[src/rtl/bspl_pkg.sv]
`timescale 1ns / 1ps
// Shared types and constants for the BSP point location block.
// No dependencies.
package bspl_pkg;

    localparam int unsigned MAX_NODES      = 8192;
    localparam int unsigned MAX_SUBSECTORS = 32768;
    localparam int unsigned NODE_AW        = $clog2(MAX_NODES);
    localparam int unsigned STEP_W         = $clog2(MAX_NODES + 1);
    localparam int unsigned CNT_W          = 14;
    localparam int unsigned Q_DEPTH        = 2;

    typedef struct packed {
        logic               mode;
        logic [12:0]        node_index;
        logic signed [31:0] part_x;
        logic signed [31:0] part_y;
        logic signed [31:0] part_dx;
        logic signed [31:0] part_dy;
        logic               front_is_leaf;
        logic [14:0]        front_index;
        logic               back_is_leaf;
        logic [14:0]        back_index;
        logic signed [31:0] point_x;
        logic signed [31:0] point_y;
    } t_in;

    typedef struct packed {
        logic [14:0] subsector_index;
        logic [13:0] steps_taken;
        logic        loop_error;
    } t_out;

    // Node table entry; child halves are {leaf flag, 15-bit index}.
    typedef struct packed {
        logic [15:0]        back;
        logic [15:0]        front;
        logic signed [31:0] dy;
        logic signed [31:0] dx;
        logic signed [31:0] y;
        logic signed [31:0] x;
    } t_node;

    localparam int unsigned NODE_W = $bits(t_node);

    typedef enum logic [1:0] {
        K_WRITE = 2'd0,
        K_QUERY = 2'd1,
        K_EMPTY = 2'd2
    } t_kind;

    typedef struct packed {
        t_kind              kind;
        logic [NODE_AW-1:0] addr;
        t_node              node;
        logic signed [31:0] px;
        logic signed [31:0] py;
    } t_cmd;

endpackage

[src/rtl/bspl_queue.sv]
`timescale 1ns / 1ps
// Short transaction queue between the front end and the tree walker.
// Depends on bspl_pkg.
module bspl_queue
    import bspl_pkg::*;
(
    input  logic i_clk,
    input  logic i_rst_n,
    input  logic i_push,
    input  t_cmd i_push_data,
    output logic o_full,
    input  logic i_pop,
    output t_cmd o_head,
    output logic o_empty
);

    localparam int QAW = (Q_DEPTH > 1) ? $clog2(Q_DEPTH) : 1;
    localparam int QCW = $clog2(Q_DEPTH + 1);

    t_cmd           r_mem [Q_DEPTH];
    logic [QAW-1:0] r_wp;
    logic [QAW-1:0] r_rp;
    logic [QCW-1:0] r_cnt;
    logic [QAW-1:0] n_wp;
    logic [QAW-1:0] n_rp;

    assign o_full  = (r_cnt == QCW'(Q_DEPTH));
    assign o_empty = (r_cnt == '0);
    assign o_head  = r_mem[r_rp];
    assign n_wp    = (r_wp == QAW'(Q_DEPTH - 1)) ? '0 : r_wp + QAW'(1);
    assign n_rp    = (r_rp == QAW'(Q_DEPTH - 1)) ? '0 : r_rp + QAW'(1);

    always_ff @(posedge i_clk) begin
        if (!i_rst_n) begin
            r_wp  <= '0;
            r_rp  <= '0;
            r_cnt <= '0;
        end else begin
            if (i_push) begin
                r_wp <= n_wp;
            end
            if (i_pop) begin
                r_rp <= n_rp;
            end
            if (i_push && !i_pop) begin
                r_cnt <= r_cnt + QCW'(1);
            end else if (i_pop && !i_push) begin
                r_cnt <= r_cnt - QCW'(1);
            end
        end
        if (i_push) begin
            r_mem[r_wp] <= i_push_data;
        end
    end

endmodule

[config.mk]
export PLATFORM = sky130hd
export DESIGN_NAME = bspl_queue
export DESIGN_NICKNAME = d
export VERILOG_FILES = /design/src/rtl/bspl_pkg.sv /design/src/rtl/bspl_queue.sv
export SDC_FILE = /design/constraint.sdc
export NUM_CORES = 1
export LEC_CHECK = 0
export BUFFER_PORTS_ARGS = -buffer_cell sky130_fd_sc_hd__buf_2
export CAP_MARGIN = 15
export CORE_UTILIZATION = 39
export DETAILED_ROUTE_END_ITERATION = 10
export HOLD_SLACK_MARGIN = 0.1
export PLACE_DENSITY = 0.68
export SLEW_MARGIN = 10
export SYNTH_ARGS = -nofsm -noshare
export SYNTH_HDL_FRONTEND = slang
export SYNTH_SLANG_ARGS = --single-unit
export TNS_END_PERCENT = 100
[constraint.sdc]
create_clock -name i_clk -period 24.8 [get_ports i_clk]
set_clock_uncertainty 0.2 [all_clocks]
set_input_delay 3.72 -clock i_clk [delete_from_list [all_inputs] [get_ports i_clk]]
set_output_delay 3.72 -clock i_clk [all_outputs]
set_load 0.01 [all_outputs]
==> run summary <==
status: finished, final reports clean
CP endpoint kind: primary output
Worst Max-Slew Pin Slew: 1170 ps
Core ar.: 46,500 um^2
max cap viols: 0
Remaining DRCs: 0
area added between synthesis and finish: 25.7%
largest net degree at the start of global routing: 136
GR Overflow Total: 0
area occupied by multi-input gates: 3570 um^2
Synth area leader: edfxtp_1
met2 Use GR: 24.7%
CTS root buf: clkbuf_16
Critical Path RT: 20,880 ps
most common cell after layout, fill and taps aside: buf_2
flops & latches, synth: 483
Worst R2R Start: r_wp
final worst path period share: 27.9%
GR Layer Usage met3: 6.10%
IO buf count: 483
Post-CTS Setup Inserts: 0
FF-to-FF setup slack: 21,190 ps
first-pass GRT wire length: 51,800 um
Seq/Total Area, Yosys: 78.7%
Final Power: 0.00196 W
Vias: 8,903
CTS tree: done
CP arrival: 3010 ps
clk_lat worst skew: 560 ps
fin nets: 1,526
vias in the first global route: 9,153
Peak Freq: 144 MHz
Fillers: 3,864
ratio of cells with drive above 1 in the final layout: 61.4%
synthesized instance count: 766
PwrDens: 84.8 nW/um^2
worst hold slack: 321 ps
site row count: 79
Die Span X: 219 um
gpl congestion: 0.741
clk sink count: 483
Slew HR: 22.1%
hold path start: r_cnt[1]
Max IR drop VDD: 0.0000609 V
Place WS: 17,620 ps
RSZ-0062 raised after global routing: false
Yosys cell types: 18
Mapped Nets: 1,010
Total GRT Usage: 14.4%
Pre-antenna DRT Iters: 4
crit path time final: 6930 ps
crit path capture: o_head[165]
met1 usage: 16.1%
most frequent cells in the layout: 483 x buf_2, 478 x edfxtp_1, 202 x mux2_4
Gates resized, CTS repair: 0
Netlist Area Pre-Place: 18,400 um^2
final setup TNS: 0 ps
worst reg2reg endpoint: r_mem[0][33]
Most Crowded Layer GR: met2
Worst Setup Slack, final: 17,870 ps
Slew Viols, Final: 0
clock buffer depth: 3
I/O pins: 484
synth top area cells: edfxtp_1 78%, mux2_4 17%, mux2_2 2.3%
Hold WC Path Type: flip-flop to flip-flop
DR WL/cell: 19.0 um
initial core utilization: 39.5%
Setup CP Type: flip-flop to primary output
DIE AREA: 47,900 um^2
final cell count without fillers: 1,935
DP Cell Count: 1,837
Yosys top cell area share: 78.2%
Post-Route WL: 36,800 um
Synth Warn #: 0
Final setup viols: 0
1st-iter DRT viols: 422
Reg2Reg Depth: 3
Die Ht: 219 um
placed wire-length estimate: 24,600 um
syn_area_per_cell: 24.0 um^2
storage element area: 14,500 um^2
# H-tree levels: 2
critical path peak fanout: 135
antenna violations before repair: 11
cts hold-fix bufs: 0
crit start category: flip-flop
Reg clk slew, reported paths: 60 ps
leakage: 9.05 nW
Final Hold Fails: 0
vias per inst: 4.60
post-route ant nets: 0
CTS Buf Count: 50
synthesized netlist by cell type, drive strengths merged:
library cell / count
xnor2: 1
o21ai: 1
or3: 1
nor2: 1
o21a: 1
inv: 1
a21boi: 1
mux2: 239
dfxtp: 5
edfxtp: 478
and2: 4
nor2b: 3
buf: 27
ha: 1
xor2: 2
how the worst min path moves through the flow:
stage                           to  slack, ps  cells after the start
after global routing      r_cnt[1]        360                      2
after floorplan           r_cnt[1]        270                      2
after global placement    r_cnt[1]        280                      2
after detailed placement  r_cnt[1]        320                      2
final                     r_cnt[1]        320                      2
after CTS                 r_cnt[1]        320                      2
per-layer routing:
metal | share of wire (%) | vias to the layer above
li1 | - | 4101
met1 | 38 | 4405
met2 | 50 | 317
met3 | 9.4 | 68
met4 | 2.1 | 12
met5 | 0.21 | -
report_power, final:
part | switching (W) | leakage (nW) | total, W | internal [W]
combinational | 0.000100 | 3.66 | 0.000205 | 0.000105
clock | 0.000301 | 0.867 | 0.000792 | 0.000491
sequential | 0.0000136 | 4.53 | 0.000959 | 0.000945
total | 0.000415 | 9.05 | 0.00196 | 0.00154
cell type report:
type	count	share of cell area, %
flip-flops and latches	483	62.7
multi-input cells	255	15.5
repair buffers	491	10.8
clock buffers	56	5.80
well taps	607	3.29
clock inverters	37	1.88
diodes	5	0.0542
inverters	1	0.0163
stage by stage:
step	utilization [%]	instance area, um^2
after CTS	49.6	23100
after global placement	45.8	21300
after detailed placement	45.8	21300
after floorplan	-	18400
after global routing	49.6	23100
final	49.6	23100
cells by family after synthesis:
| kind of cell | after synthesis | synth area share (%) |
|---|---|---|
| buffers and inverters | 28 | 1.85 |
| AND/OR/NAND/NOR | 9 | 0.293 |
| adder cells (fa/ha/maj) | 1 | 0.0682 |
| XOR/XNOR | 3 | 0.143 |
| AO/OA/AOI/OAI | 3 | 0.109 |
| flip-flops | 483 | 78.7 |
| multiplexers | 239 | 18.8 |
state kept, by name, summed over array words and instances (netlist names), named ones only:
name,cells
r_wp,1
r_cnt,2
r_rp,1
r_mem,478
critical path, cell delays in order, from the launching register on:
cell and delay, ps:
dfxtp_4 870, buf_12 710, mux2_4 380, buf_2 150
No activity file was read; power rests on OpenSTA's default activity.
