### config.mk
export PLATFORM = sky130hd
export DESIGN_NAME = bspl_front
export DESIGN_NICKNAME = d
export VERILOG_FILES = /design/src/rtl/bspl_pkg.sv /design/src/rtl/bspl_front.sv
export SDC_FILE = /design/constraint.sdc
export NUM_CORES = 1
export LEC_CHECK = 0
export ABC_AREA = 0
export CELL_PAD_IN_SITES_DETAIL_PLACEMENT = 0
export CELL_PAD_IN_SITES_GLOBAL_PLACEMENT = 1
export CORE_AREA = 2 2 192 194
export CTS_BUF_LIST = sky130_fd_sc_hd__clkbuf_4
export DETAILED_ROUTE_END_ITERATION = 8
export DIE_AREA = 0 0 194 196
export DONT_BUFFER_PORTS = 1
export HOLD_SLACK_MARGIN = 0.02
export PLACE_DENSITY_LB_ADDON = 0.15
export SETUP_SLACK_MARGIN = 0.05
export SLEW_MARGIN = 20
export SYNTH_ARGS = -nofsm -noshare
export SYNTH_HDL_FRONTEND = slang
export SYNTH_SLANG_ARGS = --single-unit
### constraint.sdc
create_clock -name i_clk -period 16.4 [get_ports i_clk]
set_clock_uncertainty 0.2 [all_clocks]
set_input_delay 3.28 -clock i_clk [delete_from_list [all_inputs] [get_ports i_clk]]
set_output_delay 3.28 -clock i_clk [all_outputs]
set_load 0.05 [all_outputs]
### src/rtl/bspl_pkg.sv
`timescale 1ns / 1ps
// Shared types and constants for the BSP point location block.
// No dependencies.
package bspl_pkg;

    localparam int unsigned MAX_NODES      = 8192;
    localparam int unsigned MAX_SUBSECTORS = 32768;
    localparam int unsigned NODE_AW        = $clog2(MAX_NODES);
    localparam int unsigned STEP_W         = $clog2(MAX_NODES + 1);
    localparam int unsigned CNT_W          = 14;
    localparam int unsigned Q_DEPTH        = 2;

    typedef struct packed {
        logic               mode;
        logic [12:0]        node_index;
        logic signed [31:0] part_x;
        logic signed [31:0] part_y;
        logic signed [31:0] part_dx;
        logic signed [31:0] part_dy;
        logic               front_is_leaf;
        logic [14:0]        front_index;
        logic               back_is_leaf;
        logic [14:0]        back_index;
        logic signed [31:0] point_x;
        logic signed [31:0] point_y;
    } t_in;

    typedef struct packed {
        logic [14:0] subsector_index;
        logic [13:0] steps_taken;
        logic        loop_error;
    } t_out;

    // Node table entry; child halves are {leaf flag, 15-bit index}.
    typedef struct packed {
        logic [15:0]        back;
        logic [15:0]        front;
        logic signed [31:0] dy;
        logic signed [31:0] dx;
        logic signed [31:0] y;
        logic signed [31:0] x;
    } t_node;

    localparam int unsigned NODE_W = $bits(t_node);

    typedef enum logic [1:0] {
        K_WRITE = 2'd0,
        K_QUERY = 2'd1,
        K_EMPTY = 2'd2
    } t_kind;

    typedef struct packed {
        t_kind              kind;
        logic [NODE_AW-1:0] addr;
        t_node              node;
        logic signed [31:0] px;
        logic signed [31:0] py;
    } t_cmd;

endpackage

### src/rtl/bspl_front.sv
`timescale 1ns / 1ps
// Front end: input register, node_count register and transaction classification.
// Depends on bspl_pkg.
module bspl_front
    import bspl_pkg::*;
(
    input  logic             i_clk,
    input  logic             i_rst_n,
    input  logic             i_in_valid,
    output logic             o_in_stall,
    input  t_in              i_in_data,
    input  logic             i_cfg_wr_en,
    input  logic [CNT_W-1:0] i_cfg_wr_data,
    output logic             o_push,
    output t_cmd             o_push_data,
    input  logic             i_q_full
);

    logic             r_valid;
    logic             n_valid;
    t_cmd             r_cmd;
    t_cmd             n_cmd;
    logic [CNT_W-1:0] r_node_count;
    logic [CNT_W-1:0] root;
    logic             accept;
    logic             keep;

    assign o_in_stall = r_valid && i_q_full;
    assign accept     = i_in_valid && !o_in_stall;
    assign o_push     = r_valid && !i_q_full;
    assign o_push_data = r_cmd;
    assign root       = r_node_count - CNT_W'(1);

    always_comb begin
        n_cmd.node.x     = i_in_data.part_x;
        n_cmd.node.y     = i_in_data.part_y;
        n_cmd.node.dx    = i_in_data.part_dx;
        n_cmd.node.dy    = i_in_data.part_dy;
        n_cmd.node.front = {i_in_data.front_is_leaf, i_in_data.front_index};
        n_cmd.node.back  = {i_in_data.back_is_leaf, i_in_data.back_index};
        n_cmd.px         = i_in_data.point_x;
        n_cmd.py         = i_in_data.point_y;
        keep             = 1'b1;
        if (!i_in_data.mode) begin
            n_cmd.kind = K_WRITE;
            n_cmd.addr = i_in_data.node_index[NODE_AW-1:0];
            keep       = (32'(i_in_data.node_index) < MAX_NODES);
        end else if (r_node_count == '0) begin
            n_cmd.kind = K_EMPTY;
            n_cmd.addr = root[NODE_AW-1:0];
        end else begin
            n_cmd.kind = K_QUERY;
            n_cmd.addr = root[NODE_AW-1:0];
        end
        n_valid = (accept && keep) || (r_valid && i_q_full);
    end

    always_ff @(posedge i_clk) begin
        if (!i_rst_n) begin
            r_valid      <= 1'b0;
            r_node_count <= '0;
        end else begin
            r_valid <= n_valid;
            if (i_cfg_wr_en) begin
                r_node_count <= i_cfg_wr_data;
            end
        end
        if (accept) begin
            r_cmd <= n_cmd;
        end
    end

endmodule

==> results.sh <==
export IMPL_status="complete, no violations"
export IMPL_cts_hold_buffers=0
export IMPL_fin_nets=685
export IMPL_grt_setup_unrepaired="false"
export IMPL_cp_top_family="simple AND/OR/NAND/NOR gates"
export IMPL_tightest_slew_ns=1.122
export IMPL_grtUsageTotal=0.1186
export IMPL_mostFrequentLayoutCell="edfxtp_1"
export IMPL_totalWireLength_mm=23.59
export IMPL_cp_end_kind="primary output"
export IMPL_synth_warnings=0
export IMPL_power_density_nw_per_um2=156.2
export IMPL_grt_max_degree=167
export IMPL_synth_distinct_cells=37
export IMPL_syn_num_nets=617
export IMPL_ys_ff_latch=254
export IMPL_cts_buffer_depth=3
export IMPL_period_minus_slack_ns=7.460
export IMPL_gp_congestion=0.7377
export IMPL_finalMaxSlewViolations=0
export IMPL_core_area_sq_um=36080
export IMPL_power_frac_clock=0.374
export IMPL_setup_viol=0
export IMPL_critPathKind="in -> out"
export IMPL_io_buffers=0
export IMPL_wl_met3_mm=2.832
export IMPL_critPathBufInv=0
export IMPL_crit_required_ns=12.92
export IMPL_chipHeight_um=196
export IMPL_startpoint="i_q_full"
export IMPL_ant_nets=0
export IMPL_cts_tree="done"
export IMPL_dieWidth_um=194
export IMPL_syn_area_per_cell_sq_um=22.88
export IMPL_cts_root_buf="clkbuf_4"
export IMPL_timing_final_crit_share=0.4549
export IMPL_syn_to_final_growth_pct=17.60
export IMPL_syn_inst=358
export IMPL_r2r_start="r_valid"
export IMPL_switching_share=0.2824
export IMPL_top_layer_used="met5"
export IMPL_initial_utilization=0.2270
export IMPL_numCtsBuffers=70
export IMPL_sequentialPowerShare=0.602
export IMPL_peakVddDrop_mv=0.06414
export IMPL_hpwl_mm=16.92
export IMPL_synth_largest_area_cell="edfxtp_1"
export IMPL_route_met2_wl_mm=11.88
export IMPL_drtPass1Iterations=4
export IMPL_syn_area_sq_um=8192
export IMPL_drc=0
export IMPL_worst_path_max_fanout=2
export IMPL_cts_resized=0
export IMPL_post_synth_top_area_fraction=0.8761
export IMPL_post_route_util=0.2670
export IMPL_synthFlopType="edfxtp_1"
export IMPL_leakage_nw=3.231
export IMPL_synth_area_leaders="edfxtp_1 88%, dfxtp_1 3.7%, mux2i_1 1.7%"
export IMPL_overflow=0
export IMPL_clk_latency_ns=0.68
export IMPL_grt_pass1_wl_mm=31.51
export IMPL_synth_edf_count=239
export IMPL_hold_ws_ns=0.3315
export IMPL_async_flop_share=0
export IMPL_io_pins=498
export IMPL_final_cell_mix="239 x edfxtp_1, 100 x clkbuf_4, 15 x nor2b_1, 15 x dfxtp_1, 14 x mux2i_1"
export IMPL_fmax_ghz=0.1340
export IMPL_rows=70
export IMPL_critical_path_max_stage_delay_ns=0.70
export IMPL_startpoint_type="primary input"
export IMPL_min_path_type="reg -> reg"
export IMPL_p_comb_frac=0.024
export IMPL_postCtsSetupBuffers=0
export IMPL_p_int_w=0.001080
export IMPL_yosysSeqAreaShare=0.9128
export IMPL_met1_length_mm=8.162
export IMPL_reg2reg_to="o_push_data[106]"
export IMPL_antenna_found_initial=9
export IMPL_clkSinkCount=254
export IMPL_vias=3760
export IMPL_drive_above_1_share=0.2446
export IMPL_htree_levels=3
export IMPL_crit_slowest_cell="nor2b_1"
export IMPL_fp_dieArea_sq_um=38020
export IMPL_fin_setup_tns_ns=0
export IMPL_first_global_vias=4039
export IMPL_crit_path_end="o_push"
export IMPL_path_cells="nor2b_1"
export IMPL_r2r_slack_ns=13.51
export IMPL_drt_iter0_drc=192
export IMPL_viasPerCell=4.021
export IMPL_whs_path_depth=2
export IMPL_slew_headroom=0.2522
export IMPL_finalHoldViolCount=0
export IMPL_cp_arrival_ns=3.98
export IMPL_finalPower_w=0.001504
export IMPL_path_clk_slew_ns=0.06
export IMPL_wl_per_cell_um=25.23
export IMPL_maxCapViolCount=0
export IMPL_cp_depth=1
export IMPL_switchingPower_w=0.0004249
export IMPL_worst_r2r_path_depth=4
synth_stat cells, types with 3 or more instances:
| cell type | number |
|---|---|
| o31ai_1 | 3 |
| dfxtp_1 | 15 |
| mux2i_1 | 14 |
| a31oi_1 | 8 |
| or3_1 | 3 |
| nor2_1 | 12 |
| clkbuf_1 | 4 |
| inv_1 | 4 |
| o21ai_0 | 4 |
| nor2b_1 | 16 |
| edfxtp_1 | 239 |
power groups by stage:
stage               clock, W  sequential (W)  combinational (W)
floorplan                  0        0.000919          0.0000288
global route        0.000627        0.000908          0.0000404
global placement           0        0.000920          0.0000356
CTS                 0.000596        0.000907          0.0000369
detailed placement         0        0.000919          0.0000366
finish              0.000563        0.000905          0.0000360
metrics by stage:
step,area [sq um],cells,setup WS (ns)
floorplan,8192,358,1.252
global placement,8781,822,8.912
detailed placement,8781,822,8.937
CTS,9630,934,8.934
global route,9633,935,8.935
finish,9633,935,8.940
metal layers:
layer / up-vias / GRT usage
met1: 1819 / 0.1190
li1: 1586 / -
met4: 14 / 0.06341
met2: 288 / 0.1897
met3: 53 / 0.07495
met5: - / 0
area by class of cell:
class,instances,area (sq um)
antenna,1,2.502
clock buffer,100,750.7
timing repair buffer,2,27.53
multi-input combinational,94,675.6
inverter,4,15.01
tap,468,585.6
fill,3649,26450
clock inverter,12,98.84
sequential,254,7477
cell families after synthesis:
kind of cell / count (synthesis) / share of synthesized area
DFF: 254 / 0.9128
muxes: 15 / 0.01848
adders and majority gates: 2 / 0.003054
AOI/OAI and AO/OA: 22 / 0.01772
xor gates and xnor gates: 2 / 0.002139
and+or+nand+nor: 53 / 0.04017
buffers and inverters: 10 / 0.005650
worst min path at each step:
stage	from	endpoint	slack, ns
after floorplan	r_node_count[13]	r_node_count[13]	0.28
after global placement	r_node_count[13]	r_node_count[13]	0.32
after detailed placement	r_node_count[13]	r_node_count[13]	0.33
after CTS	r_node_count[13]	r_node_count[13]	0.34
after global routing	r_node_count[11]	r_node_count[11]	0.38
final	r_node_count[13]	r_node_count[13]	0.33
state kept, by name, summed over array words and instances (netlist names):
signal / cells
r_valid: 1
r_node_count: 14
o_push_data: 239
No activity file was read; power rests on OpenSTA's default activity.
